**src/hdl/bftm_pkg.sv**
```systemverilog
package bftm_pkg;

    // Default sizes of the stores.
    localparam int CODE_DEPTH_DEF  = 4096;
    localparam int TAPE_DEPTH_DEF  = 32768;
    localparam int STACK_DEPTH_DEF = 1024;

    // Fixed field widths.
    localparam int CMD_W      = 2;
    localparam int ADDR_W     = 12;
    localparam int BYTE_W     = 8;
    localparam int ST_W       = 3;
    localparam int PC_OUT_W   = 13;
    localparam int PLEN_W     = 13;
    localparam int TSIZE_W    = 16;
    localparam int CFG_IDX_W  = 1;
    localparam int CFG_DATA_W = 16;

    localparam logic [TSIZE_W-1:0] TAPE_SIZE_RST = 16'd30000;

    // Configuration register indexes.
    localparam logic [CFG_IDX_W-1:0] REG_PROG_LEN  = 1'd0;
    localparam logic [CFG_IDX_W-1:0] REG_TAPE_SIZE = 1'd1;

    // Item commands; the unused code changes nothing and reports like a load.
    localparam logic [CMD_W-1:0] CMD_LOAD  = 2'd0;
    localparam logic [CMD_W-1:0] CMD_START = 2'd1;
    localparam logic [CMD_W-1:0] CMD_STEP  = 2'd2;
    localparam logic [CMD_W-1:0] CMD_NOP   = 2'd3;

    // Result status codes.
    localparam logic [ST_W-1:0] ST_OK      = 3'd0;
    localparam logic [ST_W-1:0] ST_NEED_IN = 3'd1;
    localparam logic [ST_W-1:0] ST_DONE    = 3'd2;
    localparam logic [ST_W-1:0] ST_BOUNDS  = 3'd3;
    localparam logic [ST_W-1:0] ST_UNBAL   = 3'd4;
    localparam logic [ST_W-1:0] ST_OVER    = 3'd5;

    // Program characters.
    localparam logic [BYTE_W-1:0] CH_PLUS  = 8'h2B;
    localparam logic [BYTE_W-1:0] CH_MINUS = 8'h2D;
    localparam logic [BYTE_W-1:0] CH_RIGHT = 8'h3E;
    localparam logic [BYTE_W-1:0] CH_LEFT  = 8'h3C;
    localparam logic [BYTE_W-1:0] CH_DOT   = 8'h2E;
    localparam logic [BYTE_W-1:0] CH_COMMA = 8'h2C;
    localparam logic [BYTE_W-1:0] CH_OPEN  = 8'h5B;
    localparam logic [BYTE_W-1:0] CH_CLOSE = 8'h5D;

    // Commands from the controller to the datapath.
    typedef struct packed {
        logic accept;
        logic in_scan;
        logic exec_commit;
        logic scan_init;
        logic scan_step;
        logic scan_commit;
        logic clr_active;
    } ctl_t;

    // Status from the datapath to the controller.
    typedef struct packed {
        logic need_scan;
        logic is_start;
        logic scan_end;
        logic clr_last;
        logic slot_free;
    } sts_t;

endpackage

```
**src/hdl/bftm_ctrl.sv**
```systemverilog
module bftm_ctrl
(
    input  logic             clk,
    input  logic             rst_n,
    input  logic             item_valid,
    output logic             item_stall,
    input  bftm_pkg::sts_t   sts,
    output bftm_pkg::ctl_t   ctl
);

    localparam logic [2:0] S_CLR    = 3'd0;
    localparam logic [2:0] S_IDLE   = 3'd1;
    localparam logic [2:0] S_EXEC   = 3'd2;
    localparam logic [2:0] S_SCAN_A = 3'd3;
    localparam logic [2:0] S_SCAN_B = 3'd4;

    logic [2:0] state_reg;
    logic [2:0] state_next;

    assign item_stall = (state_reg != S_IDLE);

    // Next state and commands.
    always_comb
    begin
        state_next      = state_reg;
        ctl             = '0;
        ctl.in_scan     = (state_reg == S_SCAN_A) || (state_reg == S_SCAN_B);
        case (state_reg)
            S_CLR:
            begin
                ctl.clr_active = 1'b1;
                if (sts.clr_last)
                begin
                    state_next = S_IDLE;
                end
            end
            S_IDLE:
            begin
                if (item_valid)
                begin
                    ctl.accept = 1'b1;
                    state_next = S_EXEC;
                end
            end
            S_EXEC:
            begin
                if (sts.need_scan)
                begin
                    ctl.scan_init = 1'b1;
                    state_next    = S_SCAN_A;
                end
                else if (sts.slot_free)
                begin
                    ctl.exec_commit = 1'b1;
                    state_next      = sts.is_start ? S_CLR : S_IDLE;
                end
            end
            S_SCAN_A:
            begin
                state_next = S_SCAN_B;
            end
            S_SCAN_B:
            begin
                if (!sts.scan_end)
                begin
                    ctl.scan_step = 1'b1;
                    state_next    = S_SCAN_A;
                end
                else if (sts.slot_free)
                begin
                    ctl.scan_commit = 1'b1;
                    state_next      = S_IDLE;
                end
            end
            default:
            begin
                state_next = S_IDLE;
            end
        endcase
    end

    // State register; reset starts with a clearing pass of the jump cache.
    always_ff @(posedge clk or negedge rst_n)
    begin
        if (!rst_n)
        begin
            state_reg <= S_CLR;
        end
        else
        begin
            state_reg <= state_next;
        end
    end

    // A result is only loaded when the output register can take it.
    a_commit_slot: assert property (@(posedge clk) disable iff (!rst_n)
        (ctl.exec_commit || ctl.scan_commit) |-> sts.slot_free)
        else $error("result committed while output register is full");

    // An accepted item always moves the sequencer to the execute state in the following cycle.
    a_accept_exec: assert property (@(posedge clk) disable iff (!rst_n)
        ctl.accept |=> (state_reg == S_EXEC))
        else $error("accepted item not executed");

    // The clearing pass ends in idle.
    a_clr_end: assert property (@(posedge clk) disable iff (!rst_n)
        (state_reg == S_CLR && sts.clr_last) |=> (state_reg == S_IDLE))
        else $error("clearing pass did not end in idle");

    // A scan read is entered only from execute or a previous scan step.
    a_scan_entry: assert property (@(posedge clk) disable iff (!rst_n)
        (state_reg == S_SCAN_A) |->
        ($past(state_reg) == S_EXEC || $past(state_reg) == S_SCAN_B))
        else $error("scan entered from an unexpected state");

endmodule

```
**config.mk**
```make
export PLATFORM = sky130hd
export DESIGN_NAME = bftm_ctrl
export DESIGN_NICKNAME = d
export VERILOG_FILES = /design/src/hdl/bftm_pkg.sv /design/src/hdl/bftm_ctrl.sv
export SDC_FILE = /design/constraint.sdc
export NUM_CORES = 1
export LEC_CHECK = 0
export ABC_AREA = 0
export BUFFER_PORTS_ARGS = -buffer_cell sky130_fd_sc_hd__buf_4
export CAP_MARGIN = 40
export CORE_AREA = 2 2 39 41
export CTS_CLUSTER_SIZE = 20
export DETAILED_ROUTE_END_ITERATION = 7
export DIE_AREA = 0 0 41 43
export GPL_TIMING_DRIVEN = 0
export HOLD_SLACK_MARGIN = 0.08
export SYNTH_ARGS = -nofsm -noshare
export SYNTH_HDL_FRONTEND = slang
export SYNTH_SLANG_ARGS = --single-unit
```
**constraint.sdc**
```tcl
create_clock -name clk -period 2.7 [get_ports clk]
set_clock_uncertainty 0.2 [all_clocks]
set_input_delay 0.54 -clock clk [delete_from_list [all_inputs] [get_ports clk]]
set_output_delay 0.54 -clock clk [all_outputs]
set_load 0.05 [all_outputs]
```
==> impl_metrics.ini <==
[run_status]
status = finished clean

[final_layout]
finalNetCount = 66
final_common_cell = buf_4
drive_above_1_share = 0.421
diodes = 0
stdcell_area_um2 = 440
area_growth_pct = 62.2
final_cell_mix = buf_4 (15), nor2_1 (7), nand2_1 (6)
largest_reg_flops = 3

[grt]
grt_max_degree = 11
grt_overflow_total = 0
grt_use_total = 0.101
grt_pass1_vias = 284
antenna_found_initial = 0
grt_pass1_wl_mm = 1.14

[die]
placementRows = 14
die_y_um = 43
initial_utilization = 0.196
die-area_um2 = 1760
coreArea_um2 = 1380
io_pins = 16
die_w_um = 41

[worst_hold_path]
hold_path_class = input port to register
min_from = sts[0]

[worst_setup_path]
cp_max_fo = 10
crit_chain = buf_6 -> nor3b_2 -> and3_1 -> buf_4
endpoint_kind = output port
slowest_stage = dfrtp_1
path_class = register to output port
reg2reg_depth = 4
startpoint_type = register
worst_ep_arrival_time_ns = 1.35
required_ns = 1.96
r2r_end = state_reg[0]
timing.reg2reg.setup_slack_ns = 1.46
crit_path_max_incr_delay_ns = 0.38
startpoint = state_reg[1]
rr_startpoint = state_reg[1]
critPathCapture = ctl[1]

[yosys]
netlist_instances = 37
synth.avg_cell_area_um2 = 7.34
ys_seq_area_frac = 0.276
yosys.cell_types.count = 21
synth_warnings = 0
syn_nets = 45
syn_area_um2 = 272
ys_ff_latch = 3

[cts]
root_buffer = clkbuf_4
cts_tree = yes
insertion_delay_ns = 0.24
cts_made_buffers = 3
cts_buffer_depth = 2
clock_sinks = 3
h-tree-depth = 1
clk_pin_slew_ns = 0.04
cts_resized = 0

[routing]
vias = 315
first_iter_violations = 5
wl_per_cell_um = 9.71
drt-vias-per-instance = 4.32
drc = 0
dr.pass1.iters = 4
drtAntennaViolNets = 0
drt_wl_total_um = 709

[sta]
max_freq_ghz = 0.478
worst_slew_pin_slew_ns = 0.215
setup_viol = 0
fin_tns_setup_ns = 0
rsz0062_at_grt = no
fin_crit_sh = 0.775
period_minus_slack_ns = 2.09
slew_violations = 0
maxSlewHeadroom = 0.855
hold_viol = 0

[place]
place_hpwl_um = 524
gp_congestion = 0.768
portBuffers = 15
placed_area_um2 = 404

[run]
maxCapViolCount = 0

[power_and_ir_drop]
powerDensity_nw_per_um2 = 1260
ir_drop_mv = 0.525
p_leak_nw = 0.231
-- cell families after synthesis --
kind of cell / Yosys count / synth area share
compound gates: 7 / 0.175
buf+inv: 6 / 0.143
flops: 3 / 0.276
simple gates: 21 / 0.406
-- layer usage --
metal | global-route usage | routed length (µm)
met5 | 0 | 0
met4 | 0.100 | 0
met3 | 0.0471 | 51
met2 | 0.125 | 338
met1 | 0.119 | 319
-- worst max-delay path, delay by kind of cell, from the launching register on --
kind,cells,cell delay (ns)
flops,1,0.38
buf+inv,2,0.34
simple gates,2,0.40
-- through the flow --
| step | power (mW) | setup slack (ns) | hold WS [ns] | util | std cells |
|---|---|---|---|---|---|
| 2_1_floorplan | 0.376 | 0.248 | 0.0444 | - | 37 |
| 4_1_cts | 0.561 | 0.619 | 0.298 | 0.318 | 73 |
| 3_5_place_dp | 0.476 | 0.749 | 0.130 | 0.292 | 68 |
| 5_1_grt | 0.599 | 0.537 | 0.304 | 0.318 | 73 |
| 3_3_place_gp | 0.472 | 0.758 | 0.131 | 0.292 | 68 |
| 6_report | 0.556 | 0.606 | 0.303 | 0.318 | 73 |
-- timing repair --
action | in CTS | in global routing
endpoints found under the setup margin | 0 | 0
hold buffers | 1 | 0
setup buffers | 0 | 0
endpoints found under the hold margin | 3 | 0
-- worst min path at each step --
stage	slack [ns]	cells after the start	endpoint
after floorplan	0.04	0	state_reg[0]
after global placement	0.13	1	state_reg[2]
after detailed placement	0.13	1	state_reg[2]
after CTS	0.30	2	state_reg[2]
after global routing	0.30	2	state_reg[2]
final	0.30	2	state_reg[2]
-- synth_stat cells, drive strengths merged --
cell,n,area share
and2b,1,0.028
nor3b,2,0.074
buf,3,0.10
o21ai,1,0.018
nor2,7,0.097
dfrtp,3,0.28
and3,2,0.046
a22oi,1,0.028
a31oi,1,0.023
nor3,1,0.018
a21oi,1,0.018
o31ai,1,0.028
nand2,6,0.083
nor2b,1,0.032
inv,3,0.041
nand3b,1,0.028
a311o,1,0.037
o22ai,1,0.023
-- report_power, final --
group          internal (mW)  switching (mW)  total, mW  leakage [nW]
Clock                 0.0555          0.0249     0.0804        0.0150
Combinational          0.142           0.261      0.403         0.178
Sequential            0.0647         0.00811     0.0728        0.0382
Total                  0.262           0.294      0.556         0.231
-- area by class of cell --
class	instances	area, µm²
Buffer	3	27.5
Clock buffer	4	26.3
Fill cell	158	943
Inverter	3	11.3
Multi-Input combinational cell	28	158
Sequential cell	3	75.1
Tap cell	16	20.0
Timing Repair Buffer	16	123
(Power assumes the default switching activity.)
